==> src/rtl/core/mavt_pkg.sv <==
// Package for the multi-turn angle and velocity tracker.
// Holds the widths, register codes, transfer and job types shared by all core files.
// No dependencies.
package mavt_pkg;

    localparam int ANGLE_BITS_DEF = 12;
    localparam int TURN_BITS_DEF  = 32;
    localparam int ANGLE_BITS_MAX = 16;
    localparam int TURN_BITS_MAX  = 32;

    localparam int RAW_W  = 12;
    localparam int TICK_W = 32;
    localparam int POS_W  = 44;
    localparam int VEL_W  = 32;
    localparam int THR_W  = 12;
    localparam int TPS_W  = 20;
    localparam int DATA_W = 32;

    localparam int MAG_W    = ANGLE_BITS_MAX + TURN_BITS_MAX;
    localparam int MAG_LO_W = MAG_W / 2;
    localparam int MAG_HI_W = MAG_W - MAG_LO_W;
    localparam int PROD_W   = MAG_W + TPS_W;

    localparam int QDEPTH     = 2;
    localparam int CFG_ADDR_W = 3;

    localparam logic [THR_W-1:0] THR_RESET = THR_W'(3276);
    localparam logic [TPS_W-1:0] TPS_RESET = TPS_W'(1000);

    localparam logic [VEL_W-1:0] VEL_MAX = {1'b0, {(VEL_W-1){1'b1}}};
    localparam logic [VEL_W-1:0] VEL_MIN = {1'b1, {(VEL_W-1){1'b0}}};

    localparam logic OP_SAMPLE   = 1'b0;
    localparam logic OP_VEL_READ = 1'b1;

    localparam logic REG_WRAP_THRESHOLD   = 1'b0;
    localparam logic REG_TICKS_PER_SECOND = 1'b1;

    typedef struct packed {
        logic             op;
        logic [RAW_W-1:0] raw_angle;
        logic [TICK_W-1:0] tick;
    } sample_t;

    typedef struct packed {
        logic signed [POS_W-1:0] position;
        logic signed [VEL_W-1:0] velocity;
        logic                    velocity_valid;
    } result_t;

    typedef struct packed {
        logic              is_vel;
        logic [POS_W-1:0]  position;
        logic              neg;
        logic [MAG_W-1:0]  mag;
        logic [TICK_W-1:0] dt;
    } job_t;

    typedef struct packed {
        logic full;
        logic empty;
    } q_stat_t;

endpackage

==> src/rtl/core/mavt_front.sv <==
// Front end: accepts sample transfers, unwraps turns, keeps the velocity snapshot
// and pushes one classified job per transfer into the queue. Uses mavt_pkg.
module mavt_front
    import mavt_pkg::*;
#(
    parameter int ANGLE_BITS = ANGLE_BITS_DEF,
    parameter int TURN_BITS  = TURN_BITS_DEF
)
(
    input  logic             clk,
    input  logic             rst_n,
    input  logic             sample_valid,
    output logic             sample_ready,
    input  sample_t          sample,
    input  logic [THR_W-1:0] wrap_threshold,
    input  q_stat_t          q_stat,
    output logic             push,
    output job_t             push_job
);

    localparam int DW = TURN_BITS + ANGLE_BITS + 1;

    logic                  primed_reg,     primed_next;
    logic [ANGLE_BITS-1:0] last_angle_reg, last_angle_next;
    logic [TURN_BITS-1:0]  turns_reg,      turns_next;
    logic [TICK_W-1:0]     last_tick_reg,  last_tick_next;
    logic [ANGLE_BITS-1:0] snap_angle_reg, snap_angle_next;
    logic [TURN_BITS-1:0]  snap_turns_reg, snap_turns_next;
    logic [TICK_W-1:0]     snap_tick_reg,  snap_tick_next;

    logic [ANGLE_BITS_MAX-1:0] raw_ext;
    logic [ANGLE_BITS-1:0]     ang;
    logic [ANGLE_BITS:0]       adiff;
    logic [ANGLE_BITS:0]       amag;
    logic [ANGLE_BITS_MAX:0]   amag_ext;
    logic [ANGLE_BITS_MAX:0]   thr_ext;
    logic                      wrap;
    logic [TURN_BITS-1:0]      turns_upd;

    logic [TURN_BITS-1:0]  dturn;
    logic [ANGLE_BITS:0]   dang;
    logic [DW-1:0]         dsum;
    logic [DW-1:0]         dabs;
    logic [TICK_W-1:0]     dt_raw;

    logic                  is_vel;
    logic [TURN_BITS-1:0]  pos_turns;
    logic [ANGLE_BITS-1:0] pos_angle;
    logic [63:0]           pos_wide;

    assign sample_ready = !q_stat.full;
    assign push         = sample_valid && !q_stat.full;
    assign is_vel       = (sample.op == OP_VEL_READ);

    assign raw_ext  = ANGLE_BITS_MAX'(sample.raw_angle);
    assign ang      = raw_ext[ANGLE_BITS-1:0];
    assign adiff    = {1'b0, ang} - {1'b0, last_angle_reg};
    assign amag     = adiff[ANGLE_BITS] ? (~adiff + 1'b1) : adiff;
    assign amag_ext = (ANGLE_BITS_MAX+1)'(amag);
    assign thr_ext  = (ANGLE_BITS_MAX+1)'(wrap_threshold);
    assign wrap     = primed_reg && (amag_ext > thr_ext);
    assign turns_upd = !wrap ? turns_reg :
                       adiff[ANGLE_BITS] ? (turns_reg + 1'b1) : (turns_reg - 1'b1);

    assign dturn  = turns_reg - snap_turns_reg;
    assign dang   = {1'b0, last_angle_reg} - {1'b0, snap_angle_reg};
    assign dsum   = {dturn[TURN_BITS-1], dturn, {ANGLE_BITS{1'b0}}}
                  + {{TURN_BITS{dang[ANGLE_BITS]}}, dang};
    assign dabs   = dsum[DW-1] ? (~dsum + 1'b1) : dsum;
    assign dt_raw = last_tick_reg - snap_tick_reg;

    assign pos_turns = is_vel ? turns_reg : turns_upd;
    assign pos_angle = is_vel ? last_angle_reg : ang;
    assign pos_wide  = ({{(64-TURN_BITS){pos_turns[TURN_BITS-1]}}, pos_turns} << ANGLE_BITS)
                     | 64'(pos_angle);

    always_comb
    begin
        push_job.is_vel   = is_vel;
        push_job.position = pos_wide[POS_W-1:0];
        push_job.neg      = dsum[DW-1];
        push_job.mag      = MAG_W'(dabs[DW-2:0]);
        push_job.dt       = (dt_raw == '0) ? TICK_W'(1) : dt_raw;
    end

    always_comb
    begin
        primed_next     = primed_reg;
        last_angle_next = last_angle_reg;
        turns_next      = turns_reg;
        last_tick_next  = last_tick_reg;
        snap_angle_next = snap_angle_reg;
        snap_turns_next = snap_turns_reg;
        snap_tick_next  = snap_tick_reg;
        if (push)
        begin
            if (is_vel)
            begin
                snap_angle_next = last_angle_reg;
                snap_turns_next = turns_reg;
                snap_tick_next  = last_tick_reg;
            end
            else
            begin
                primed_next     = 1'b1;
                last_angle_next = ang;
                turns_next      = turns_upd;
                last_tick_next  = sample.tick;
            end
        end
    end

    always_ff @(posedge clk or negedge rst_n)
    begin
        if (!rst_n)
        begin
            primed_reg     <= 1'b0;
            last_angle_reg <= '0;
            turns_reg      <= '0;
            last_tick_reg  <= '0;
            snap_angle_reg <= '0;
            snap_turns_reg <= '0;
            snap_tick_reg  <= '0;
        end
        else
        begin
            primed_reg     <= primed_next;
            last_angle_reg <= last_angle_next;
            turns_reg      <= turns_next;
            last_tick_reg  <= last_tick_next;
            snap_angle_reg <= snap_angle_next;
            snap_turns_reg <= snap_turns_next;
            snap_tick_reg  <= snap_tick_next;
        end
    end

endmodule

==> src/rtl/core/mavt_queue.sv <==
// Short job queue between the front and back ends of the tracker.
// Uses job_t and q_stat_t from mavt_pkg.
module mavt_queue
    import mavt_pkg::*;
(
    input  logic    clk,
    input  logic    rst_n,
    input  logic    push,
    input  job_t    push_job,
    input  logic    pop,
    output job_t    head,
    output q_stat_t q_stat
);

    localparam int PTR_W = (QDEPTH > 1) ? $clog2(QDEPTH) : 1;
    localparam int CNT_W = $clog2(QDEPTH + 1);

    job_t              slots_reg [QDEPTH];
    logic [PTR_W-1:0]  wr_ptr_reg, wr_ptr_next;
    logic [PTR_W-1:0]  rd_ptr_reg, rd_ptr_next;
    logic [CNT_W-1:0]  count_reg,  count_next;

    assign head         = slots_reg[rd_ptr_reg];
    assign q_stat.full  = (count_reg == CNT_W'(QDEPTH));
    assign q_stat.empty = (count_reg == '0);

    always_comb
    begin
        wr_ptr_next = wr_ptr_reg;
        rd_ptr_next = rd_ptr_reg;
        count_next  = count_reg;
        if (push)
            wr_ptr_next = (wr_ptr_reg == PTR_W'(QDEPTH-1)) ? '0 : wr_ptr_reg + 1'b1;
        if (pop)
            rd_ptr_next = (rd_ptr_reg == PTR_W'(QDEPTH-1)) ? '0 : rd_ptr_reg + 1'b1;
        if (push && !pop)
            count_next = count_reg + 1'b1;
        else if (pop && !push)
            count_next = count_reg - 1'b1;
    end

    always_ff @(posedge clk)
    begin
        if (push)
            slots_reg[wr_ptr_reg] <= push_job;
    end

    always_ff @(posedge clk or negedge rst_n)
    begin
        if (!rst_n)
        begin
            wr_ptr_reg <= '0;
            rd_ptr_reg <= '0;
            count_reg  <= '0;
        end
        else
        begin
            wr_ptr_reg <= wr_ptr_next;
            rd_ptr_reg <= rd_ptr_next;
            count_reg  <= count_next;
        end
    end

endmodule

==> src/rtl/core/mavt_back.sv <==
// Back end: drains the job queue, scales velocity jobs with a split multiplier and a
// bit-serial restoring divider, and holds the result register. Uses mavt_pkg.
module mavt_back
    import mavt_pkg::*;
(
    input  logic             clk,
    input  logic             rst_n,
    input  q_stat_t          q_stat,
    input  job_t             head,
    output logic             pop,
    input  logic [TPS_W-1:0] ticks_per_second,
    output logic             result_valid,
    input  logic             result_ready,
    output result_t          result
);

    localparam logic [2:0] ST_IDLE   = 3'd0;
    localparam logic [2:0] ST_MUL_LO = 3'd1;
    localparam logic [2:0] ST_MUL_HI = 3'd2;
    localparam logic [2:0] ST_SUM    = 3'd3;
    localparam logic [2:0] ST_CHECK  = 3'd4;
    localparam logic [2:0] ST_DIV    = 3'd5;
    localparam logic [2:0] ST_FIN    = 3'd6;

    localparam int CNT_W = $clog2(VEL_W);
    localparam int OVF_W = PROD_W - VEL_W;

    logic [2:0]                  state_reg,  state_next;
    job_t                        job_reg,    job_next;
    logic [MAG_LO_W+TPS_W-1:0]   pp_lo_reg,  pp_lo_next;
    logic [MAG_HI_W+TPS_W-1:0]   pp_hi_reg,  pp_hi_next;
    logic [PROD_W-1:0]           prod_reg,   prod_next;
    logic [TICK_W-1:0]           rem_reg,    rem_next;
    logic [VEL_W-1:0]            quo_reg,    quo_next;
    logic                        ovf_reg,    ovf_next;
    logic [CNT_W-1:0]            cnt_reg,    cnt_next;
    logic                        res_valid_reg, res_valid_next;
    result_t                     res_reg,    res_next;

    logic              out_free;
    logic              ovf;
    logic [TICK_W:0]   trial;
    logic [TICK_W:0]   trial_sub;
    logic              ge;
    logic              sat;
    logic [VEL_W-1:0]  vel_val;

    assign result_valid = res_valid_reg;
    assign result       = res_reg;
    assign out_free     = !res_valid_reg || result_ready;

    assign ovf       = prod_reg[PROD_W-1:VEL_W] >= OVF_W'(job_reg.dt);
    assign trial     = {rem_reg, quo_reg[VEL_W-1]};
    assign trial_sub = trial - {1'b0, job_reg.dt};
    assign ge        = (trial >= {1'b0, job_reg.dt});
    assign sat       = ovf_reg || quo_reg[VEL_W-1];
    assign vel_val   = job_reg.neg ? (sat ? VEL_MIN : (~quo_reg + 1'b1))
                                   : (sat ? VEL_MAX : quo_reg);

    always_comb
    begin
        state_next     = state_reg;
        job_next       = job_reg;
        pp_lo_next     = pp_lo_reg;
        pp_hi_next     = pp_hi_reg;
        prod_next      = prod_reg;
        rem_next       = rem_reg;
        quo_next       = quo_reg;
        ovf_next       = ovf_reg;
        cnt_next       = cnt_reg;
        res_valid_next = res_valid_reg;
        res_next       = res_reg;
        pop            = 1'b0;

        if (res_valid_reg && result_ready)
            res_valid_next = 1'b0;

        unique case (state_reg)
            ST_IDLE:
            begin
                if (!q_stat.empty && out_free)
                begin
                    pop = 1'b1;
                    if (head.is_vel)
                    begin
                        job_next   = head;
                        state_next = ST_MUL_LO;
                    end
                    else
                    begin
                        res_next.position       = head.position;
                        res_next.velocity       = '0;
                        res_next.velocity_valid = 1'b0;
                        res_valid_next          = 1'b1;
                    end
                end
            end
            ST_MUL_LO:
            begin
                pp_lo_next = job_reg.mag[MAG_LO_W-1:0] * ticks_per_second;
                state_next = ST_MUL_HI;
            end
            ST_MUL_HI:
            begin
                pp_hi_next = job_reg.mag[MAG_W-1:MAG_LO_W] * ticks_per_second;
                state_next = ST_SUM;
            end
            ST_SUM:
            begin
                prod_next  = PROD_W'(pp_lo_reg) + (PROD_W'(pp_hi_reg) << MAG_LO_W);
                state_next = ST_CHECK;
            end
            ST_CHECK:
            begin
                // quotient fits in VEL_W bits only when the upper dividend is below dt
                ovf_next   = ovf;
                rem_next   = prod_reg[VEL_W+TICK_W-1:VEL_W];
                quo_next   = prod_reg[VEL_W-1:0];
                cnt_next   = '0;
                state_next = ovf ? ST_FIN : ST_DIV;
            end
            ST_DIV:
            begin
                rem_next = ge ? trial_sub[TICK_W-1:0] : trial[TICK_W-1:0];
                quo_next = {quo_reg[VEL_W-2:0], ge};
                cnt_next = cnt_reg + 1'b1;
                if (cnt_reg == CNT_W'(VEL_W-1))
                    state_next = ST_FIN;
            end
            ST_FIN:
            begin
                if (out_free)
                begin
                    res_next.position       = job_reg.position;
                    res_next.velocity       = vel_val;
                    res_next.velocity_valid = 1'b1;
                    res_valid_next          = 1'b1;
                    state_next              = ST_IDLE;
                end
            end
            default:
            begin
                state_next = ST_IDLE;
            end
        endcase
    end

    always_ff @(posedge clk)
    begin
        job_reg   <= job_next;
        pp_lo_reg <= pp_lo_next;
        pp_hi_reg <= pp_hi_next;
        prod_reg  <= prod_next;
        rem_reg   <= rem_next;
        quo_reg   <= quo_next;
        ovf_reg   <= ovf_next;
        res_reg   <= res_next;
    end

    always_ff @(posedge clk or negedge rst_n)
    begin
        if (!rst_n)
        begin
            state_reg     <= ST_IDLE;
            cnt_reg       <= '0;
            res_valid_reg <= 1'b0;
        end
        else
        begin
            state_reg     <= state_next;
            cnt_reg       <= cnt_next;
            res_valid_reg <= res_valid_next;
        end
    end

endmodule

==> src/rtl/core/multiturn_angle_velocity_tracker_core.sv <==
// Top level of the multi-turn angle and velocity tracker: APB register file, front end,
// job queue and back end. Uses mavt_pkg, mavt_front, mavt_queue and mavt_back.
//
//  channel   | signals                                  | content
//  ----------+------------------------------------------+------------------------------
//  sample    | sample_valid, sample_ready, sample       | op, raw_angle, tick
//  result    | result_valid, result_ready, result       | position, velocity, valid flag
//  config    | psel, penable, pwrite, paddr, pwdata ... | wrap_threshold, ticks_per_second
//
// A sample transfer is queued; its result is registered when the back end pops it. A
// velocity read runs in the back end (two multiply halves, sum, range check, 32-step
// restoring divider), skipping the divider on overflow. The front keeps taking transfers
// while the queue has room. Reset clears all tracking state; no clearing pass is needed.
// A stalled result holds the back end, which then fills the queue and drops sample_ready.
module multiturn_angle_velocity_tracker_core
    import mavt_pkg::*;
#(
    parameter int ANGLE_BITS = ANGLE_BITS_DEF,
    parameter int TURN_BITS  = TURN_BITS_DEF
)
(
    input  logic                  clk,
    input  logic                  rst_n,
    input  logic                  sample_valid,
    output logic                  sample_ready,
    input  sample_t               sample,
    output logic                  result_valid,
    input  logic                  result_ready,
    output result_t               result,
    input  logic                  psel,
    input  logic                  penable,
    input  logic                  pwrite,
    input  logic [CFG_ADDR_W-1:0] paddr,
    input  logic [DATA_W-1:0]     pwdata,
    output logic [DATA_W-1:0]     prdata,
    output logic                  pready
);

    logic [THR_W-1:0] thr_reg, thr_next;
    logic [TPS_W-1:0] tps_reg, tps_next;
    logic             cfg_wr;

    logic    push;
    job_t    push_job;
    logic    pop;
    job_t    head;
    q_stat_t q_stat;

    assign pready = 1'b1;
    assign cfg_wr = psel && penable && pwrite;

    always_comb
    begin
        thr_next = thr_reg;
        tps_next = tps_reg;
        prdata   = '0;
        unique case (paddr[CFG_ADDR_W-1])
            REG_WRAP_THRESHOLD:
            begin
                prdata = DATA_W'(thr_reg);
                if (cfg_wr)
                    thr_next = pwdata[THR_W-1:0];
            end
            REG_TICKS_PER_SECOND:
            begin
                prdata = DATA_W'(tps_reg);
                if (cfg_wr)
                    tps_next = pwdata[TPS_W-1:0];
            end
            default:
            begin
                prdata = '0;
            end
        endcase
    end

    always_ff @(posedge clk or negedge rst_n)
    begin
        if (!rst_n)
        begin
            thr_reg <= THR_RESET;
            tps_reg <= TPS_RESET;
        end
        else
        begin
            thr_reg <= thr_next;
            tps_reg <= tps_next;
        end
    end

    mavt_front #(
        .ANGLE_BITS (ANGLE_BITS),
        .TURN_BITS  (TURN_BITS)
    ) u_front (
        .clk            (clk),
        .rst_n          (rst_n),
        .sample_valid   (sample_valid),
        .sample_ready   (sample_ready),
        .sample         (sample),
        .wrap_threshold (thr_reg),
        .q_stat         (q_stat),
        .push           (push),
        .push_job       (push_job)
    );

    mavt_queue u_queue (
        .clk      (clk),
        .rst_n    (rst_n),
        .push     (push),
        .push_job (push_job),
        .pop      (pop),
        .head     (head),
        .q_stat   (q_stat)
    );

    mavt_back u_back (
        .clk              (clk),
        .rst_n            (rst_n),
        .q_stat           (q_stat),
        .head             (head),
        .pop              (pop),
        .ticks_per_second (tps_reg),
        .result_valid     (result_valid),
        .result_ready     (result_ready),
        .result           (result)
    );

    a_pop_needs_job: assert property (@(posedge clk) disable iff (!rst_n)
        pop |-> !q_stat.empty)
        else $error("job taken from an empty queue");

    a_queue_status: assert property (@(posedge clk) disable iff (!rst_n)
        !(q_stat.full && q_stat.empty))
        else $error("queue reports full and empty together");

    a_sample_zero_vel: assert property (@(posedge clk) disable iff (!rst_n)
        (result_valid && !result.velocity_valid) |-> (result.velocity == '0))
        else $error("sample result carries a velocity");

    a_ready_follows_queue: assert property (@(posedge clk) disable iff (!rst_n)
        (push && !pop && !q_stat.empty) |=> q_stat.full || !q_stat.empty)
        else $error("queue lost a job");

endmodule

==> config.mk <==
export PLATFORM = sky130hd
export DESIGN_NAME = multiturn_angle_velocity_tracker_core
export DESIGN_NICKNAME = d
export VERILOG_FILES = /design/src/rtl/core/mavt_pkg.sv /design/src/rtl/core/mavt_front.sv /design/src/rtl/core/mavt_queue.sv /design/src/rtl/core/mavt_back.sv /design/src/rtl/core/multiturn_angle_velocity_tracker_core.sv
export SDC_FILE = /design/constraint.sdc
export NUM_CORES = 2
export LEC_CHECK = 0
export BUFFER_PORTS_ARGS = -buffer_cell sky130_fd_sc_hd__buf_2
export CAP_MARGIN = 10
export CORE_MARGIN = 1
export CORE_UTILIZATION = 66
export DETAILED_ROUTE_END_ITERATION = 7
export GPL_ROUTABILITY_DRIVEN = 0
export PLACE_DENSITY_LB_ADDON = 0.25
export SETUP_SLACK_MARGIN = 0.02
export SYNTH_ARGS = -nofsm -noshare
export SYNTH_HDL_FRONTEND = slang
export SYNTH_SLANG_ARGS = --single-unit
==> constraint.sdc <==
create_clock -name clk -period 13.45 [get_ports clk]
set_clock_uncertainty 0.1 [all_clocks]
set_input_delay 1.345 -clock clk [delete_from_list [all_inputs] [get_ports clk]]
set_output_delay 1.345 -clock clk [all_outputs]
set_load 0.01 [all_outputs]
Yosys cells after proc, flatten, opt, wreduce, memory -nomap -nowiden:

Memories as Yosys holds them, arrays and structs flattened.
Index checks and enable logic that the tools add are counted.

* flip-flop bits (word level): 621
* latch bits: 0
* bits in writable memories: 244
* ROM bits: 0
* input port bits: 87
* output and inout bits: 112
* word-level logic and storage cells: 136
* memories kept: 1

Memories
* u_queue.slots_reg: words 2, width 122, read ports 1, clocked after Yosys merged registers in 0, wr ports 1, line mavt_queue.sv:18 `job_t slots_reg [QDEPTH];`

* add/subtract/negate cells: 17
* $mul: 2
* divide/modulo/power cells: 0
* $lt $le $gt $ge: 3
* equal/unequal tests: 13
* shift operators: 0
* multiplexer cells: 38
* bitwise logic cells: 6
* reductions and logical operators: 28

Operators by type and width (number)
* 2-to-1 mux 32 bit: 8
* 2-to-1 mux 77 bit: 3
* one-hot mux 32 bit (2 select lines): 3
* one-hot mux 77 bit (2 select lines): 1
* subtractor 32 bit: 3
* multiplier 24 x 20 -> 44 bit: 2
* adder 44 x 68 -> 68 bit: 1
* adder 32 x 1 -> 32 bit, second input constant: 2
* adder 44 x 13 -> 45 bit: 1
* adder 44 x 1 -> 44 bit, second input constant: 1
* 2-to-1 mux 44 bit: 1
* inverter 44 bit: 1
* bitwise OR 44 x 12 -> 44 bit: 1
* >= comparator 36 x 32 -> 1 bit: 1
* >= comparator 33 x 32 -> 1 bit: 1
* logical NOT 32 bit: 1
* inverter 32 bit: 1
* subtractor 32 x 1 -> 32 bit, second input constant: 1
* subtractor 12 x 12 -> 13 bit: 2
* one-hot mux 3 bit (7 select lines): 1
* adder 13 x 1 -> 13 bit, second input constant: 1
* greater-than comparator 13 x 12 -> 1 bit: 1
* 2-to-1 mux 13 bit: 1
* inverter 13 bit: 1
* 27 further kinds: 67

Logic depth before layout (Yosys ltp):

* word-level depth: 9
* gate-level depth with buffers: 28
* mapped depth without buffers: 27

Cells and area by module:

A second synthesis with hierarchy kept.

* cell total of the unflattened synthesis: 7559
* area, all modules: 78063.6 µm²

Modules (own cells, without submodules)
* mavt_back: times used 1, cells an instance 5275, area each 51689.6 µm², seq. area each 12927.4 µm²
* mavt_front: times used 1, cells an instance 1770, area each 15328.5 µm², seq. area each 3828.7 µm²
* mavt_queue: times used 1, cells an instance 408, area each 9386.5 µm², seq. area each 7667.4 µm²
* multiturn_angle_velocity_tracker_core: times used 1, cells an instance 106, area each 1659.1 µm², seq. area each 815.8 µm²

Worst setup path after synthesis:

Ideal clock, no wire load.

* path type: input -> register
* start point: input port result_ready
* end point: register u_back.job_reg[0] (netlist bit) (enable)
* library setup time: 0.603 ns
* data arrival time: 6.731 ns
* data required time: 12.747 ns
* slack: 6.016 ns
* stages on the path: 3
* buffers on the path: 0
* path through: nand2b_1 nand3b_1 nor2_1

* cells in the longest elaborated chain, start to end: 3

RTL lines
* start, declared: line multiturn_angle_velocity_tracker_core.sv:28 `input logic result_ready,`
* logical OR 1 bit: line mavt_back.sv:50 `assign out_free = !res_valid_reg || result_ready;`
* logical AND 1 bit: line mavt_back.sv:81 `if (!q_stat.empty && out_free)`
* AND reduction 3 bit (no line)
* end signal, assigned: line mavt_back.sv:150 `job_reg <= job_next;`
* end, declared: line mavt_back.sv:29 `job_t job_reg, job_next;`

No other way between the ends.
A chain may end at the register's enable or synchronous reset.

Worst setup path after layout:

* start point: register tps_reg[6]
* end point: register u_back.pp_lo_reg[42] (data pin)

* cells in the longest elaborated chain, start to end: 1

RTL lines
* start, declared: line multiturn_angle_velocity_tracker_core.sv:40 `logic [TPS_W-1:0] tps_reg, tps_next;`
* start signal, assigned: line multiturn_angle_velocity_tracker_core.sv:87 `tps_reg <= tps_next;`
* multiplier 24 x 20 -> 44 bit: line mavt_back.sv:100 `pp_lo_next = job_reg.mag[MAG_LO_W-1:0] * ticks_per_second;`
* end signal, assigned: line mavt_back.sv:151 `pp_lo_reg <= pp_lo_next;`
* end, declared: line mavt_back.sv:30 `logic [MAG_LO_W+TPS_W-1:0] pp_lo_reg, pp_lo_next;`

No other way between the ends.

==> reports/summary.md <==
Adding up every negative setup slack in the final design gives 0 ns. Global routing finished with a remaining overflow of 0. The total DRC errors in the routed layout is 0.

The post-synthesis compound-gate area fraction came out at 0.0878. Leaving out fill and tap cells, the most frequent cell in the layout is sky130_fd_sc_hd__inv_1. The run gives 0 as the number of max-capacitance violations reported.

The setup slack of the worst register-to-register path was 5.26 ns. The number of placed instances, taps included, is 8687. The residual antenna-violating net count after detailed routing was 0. The die is 339 um tall. After synthesis the cells add up to 75100 um2.

The tools report the kind of end point of the critical path as a register. Fraction of final layout cells sized beyond drive strength 1: 0.105. The endpoint of the worst register-to-register path is u_back.pp_lo_reg[42]$_DFFE_PP_.

The signal on the critical path passes through nand2_1, fa_1, fa_1, fa_1, inv_1, fa_1, fa_1, fa_1, inv_1, fa_1, inv_1, ha_1, nand3_1, nor3_1, o211ai_1, o221ai_1, a21oi_1, nor4_1, o22ai_1, o21ai_0, o21ai_0, xnor2_1. Entering global routing, the biggest net connects 92 pins. The clock latency at the later pin of the worst-skew pair is 0.72 ns.

The ratio of final minimum period to clock period was 0.609. The final-report max-slew violation count is 0. The logs give 7273 for the instance count of the mapped netlist and 180000 um for the total length of routed wires.

Leaving out filler cells and counting taps, the final layout contains 8865. In this run the worst path has a maximum fanout of 46. Max-slew headroom at the worst pin: 0.185. After floorplanning, the core was divided into 123 placement rows. The first routing iteration left 4025 violations.

Clock-pin slew was measured on the worst setup and hold paths at 0.06 ns. STA classifies the critical path startpoint as a register. The run gives 101 as the count of different cell masters after synthesis. The transition at the pin with the smallest max-transition slack was 1.22 ns; the overall fraction of global-route tracks in use was 0.315.

The average vias per placed instance is 6.02, and the final-layout fill cell count is 8082. The critical path data arrival time came out at 8.56 ns. Post-CTS repair changed the size of 0 cells.

Counting every sink on the clock net gives 860. Maximum single-stage delay on the critical path: 1.22 ns. The flip-flop cell with the highest count after synthesis was sky130_fd_sc_hd__edfxtp_1.

The floorplan step set the die width to 339 um. The tools report the number of buffers added for setup after CTS as 0. The most numerous cell type found on the critical path is sky130_fd_sc_hd__fa_1. The via count came out at 53400. The worst flop-to-flop path startpoint was tps_reg[6]$_DFFE_PN1P_. The first global-routing pass estimated 287000 um of wire.

The region available for standard cell placement spans 113000 um2. The number of global-route vias before repair was 54900; the half-perimeter wire length after placement was 132000 um. The synthesized-area fraction occupied by xor and xnor cells is 0.0380. The top cell types in the final layout, fill and taps aside, are 988 x sky130_fd_sc_hd__inv_1, 757 x sky130_fd_sc_hd__nand2_1, 722 x sky130_fd_sc_hd__fa_1.

Summing all non-filler instances in the final layout gives an area of 80300 um2. The run finished with clean final reports. Number of iterations in the first detailed-routing pass: 8. The average wire per standard cell was 20.3 um.

Setup repair after global routing left no endpoint under its margin. The tools report the source of the worst hold timing path as u_back.pp_lo_reg[2]$_DFFE_PP_. Setup violations remaining at the end of the flow were counted as 0. The number of H-tree levels was 3. The worst-path cell with the longest stage delay was sky130_fd_sc_hd__dfstp_2. Number of top-level design ports: 199.

The simple logic cell fraction of the synthesized area was 0.137; the minimum period implied by the final worst setup slack was 8.19 ns. The fraction of the mapped netlist area in adder cells is 0.287. The cell count of the worst hold path is 0, and the area added between synthesis and finish is 6.97%. For the initial antenna violation count, the log shows 10. The hold-critical path endpoint was u_back.prod_reg[2]$_DFFE_PP_. Static timing analysis puts the maximum clock frequency at 122 MHz. The tools report the count of endpoints failing hold in the final timing report as 0. The Yosys step of the flow raised 0 warnings.

The count of buffers added on input and output ports is 171. For the worst setup path, the data required time is 13.83 ns. The fraction of synthesis flops using an asynchronous set or reset pin is 0.230. Mean instance size in the synthesized netlist: 10.3 um2. The clock passes through at most 3 buffers. The die outline area is 115000 um2, and the net count reported at finish is 8656. The register with the most flip-flops in the layout has 244 of them.

Hold repair after CTS inserted 0 buffers. Worst hold path class: reg2reg. The number of buffers created by CTS was 93. The clock root buffer is sky130_fd_sc_hd__clkbuf_16. The number of cells on the worst reg-to-reg path is 22.

The logs give 0.666 for the starting density of the core and 0.331 for the share of the yosys chip area belonging to registers. Counting flops with a built-in enable in the synthesized netlist gives 662. The multiplexer share of the synthesized area is 0.0517, and the placed standard-cell area is 77100 um2.

The main combinational cell family by area after synthesis is adder cells. Synthesis inferred 860 register bits. TritonCTS built the clock tree.

The start-to-end type of the worst setup path was reg2reg.
## cells in the mapped netlist (all sizes together), types with 68 or more instances
master | instances | area (um2)
a21o | 151 | 1140
a21oi | 253 | 1270
and2 | 505 | 3160
clkbuf | 297 | 1120
dfrtp | 186 | 4650
edfxtp | 662 | 19900
fa | 722 | 14500
ha | 565 | 7070
inv | 992 | 3720
mux2 | 320 | 3600
nand2 | 759 | 2850
nand3 | 68 | 340
nor2 | 404 | 1520
o21ai | 239 | 1200
xnor2 | 219 | 1920
xor2 | 107 | 937
## worst max-delay path by stage
| stage | start | end | slack, ns | cells past startpoint |
|---|---|---|---|---|
| 6_report | tps_reg[6]$_DFFE_PN1P_ | u_back.pp_lo_reg[42]$_DFFE_PP_ | 5.26 | 22 |
| 5_1_grt | tps_reg[6]$_DFFE_PN1P_ | u_back.pp_lo_reg[42]$_DFFE_PP_ | 4.91 | 26 |
| 4_1_cts | tps_reg[7]$_DFFE_PN1P_ | u_back.pp_hi_reg[38]$_DFFE_PP_ | 5.37 | 22 |
| 3_5_place_dp | tps_reg[5]$_DFFE_PN1P_ | u_back.pp_lo_reg[42]$_DFFE_PP_ | 5.40 | 22 |
| 3_3_place_gp | tps_reg[3]$_DFFE_PN1P_ | u_back.pp_lo_reg[42]$_DFFE_PP_ | 5.49 | 26 |
| 2_1_floorplan | result_ready | u_back.job_reg[0]$_DFFE_PP_ | 6.02 | 3 |
## final cells by class
type	instances	area (um2)	area share
Multi-Input combinational cell	5100	45300	0.564
Tap cell	1500	1880	0.0234
Sequential cell	860	24900	0.309
Inverter	993	3730	0.0464
Clock inverter	57	743	0.00926
Clock buffer	117	2470	0.0307
Timing Repair Buffer	234	1340	0.0167
Antenna cell	4	10.0	0.000125
## cells by family (layout without fill, tap and decap cells)
group | after synthesis | count (layout)
compound gates | 1016 | 1016
xor+xnor | 326 | 326
fa+ha+maj | 1287 | 1287
buf+inv | 1324 | 1401
flops | 860 | 860
mux | 348 | 348
other cells | 2 | 17
simple gates | 2110 | 2110
## stage by stage
stage / setup slack [ns] / hold WS [ns] / util
3_5_place_dp: 5.40 / 0.305 / 0.684
2_1_floorplan: 6.02 / 0.300 / -
5_1_grt: 4.91 / 0.321 / 0.713
6_report: 5.26 / 0.318 / 0.713
4_1_cts: 5.37 / 0.319 / 0.713
3_3_place_gp: 5.49 / 0.308 / 0.684
## worst max-delay path: cells and delay by family, from the launching register on
family,cells,cell delay [ns]
AND/OR/NAND/NOR,4,0.87
XOR/XNOR,1,0.34
flip-flops,1,1.22
adder cells (fa/ha/maj),8,3.98
AO/OA/AOI/OAI,6,1.25
buffers and inverters,3,0.16
## routing by layer
layer  track usage  part of all wire  wire [um]  up-vias
li1              -                 -          -    24200
met1         0.395              0.38      69200    26700
met2         0.545              0.50      89700     2009
met3        0.0434             0.068      12200      506
met4         0.141             0.051       9120        0
met5             0                 0          0        -
Power is not shown: default switching activity piles up to over one toggle a cycle in this logic, so the estimate is an artifact.
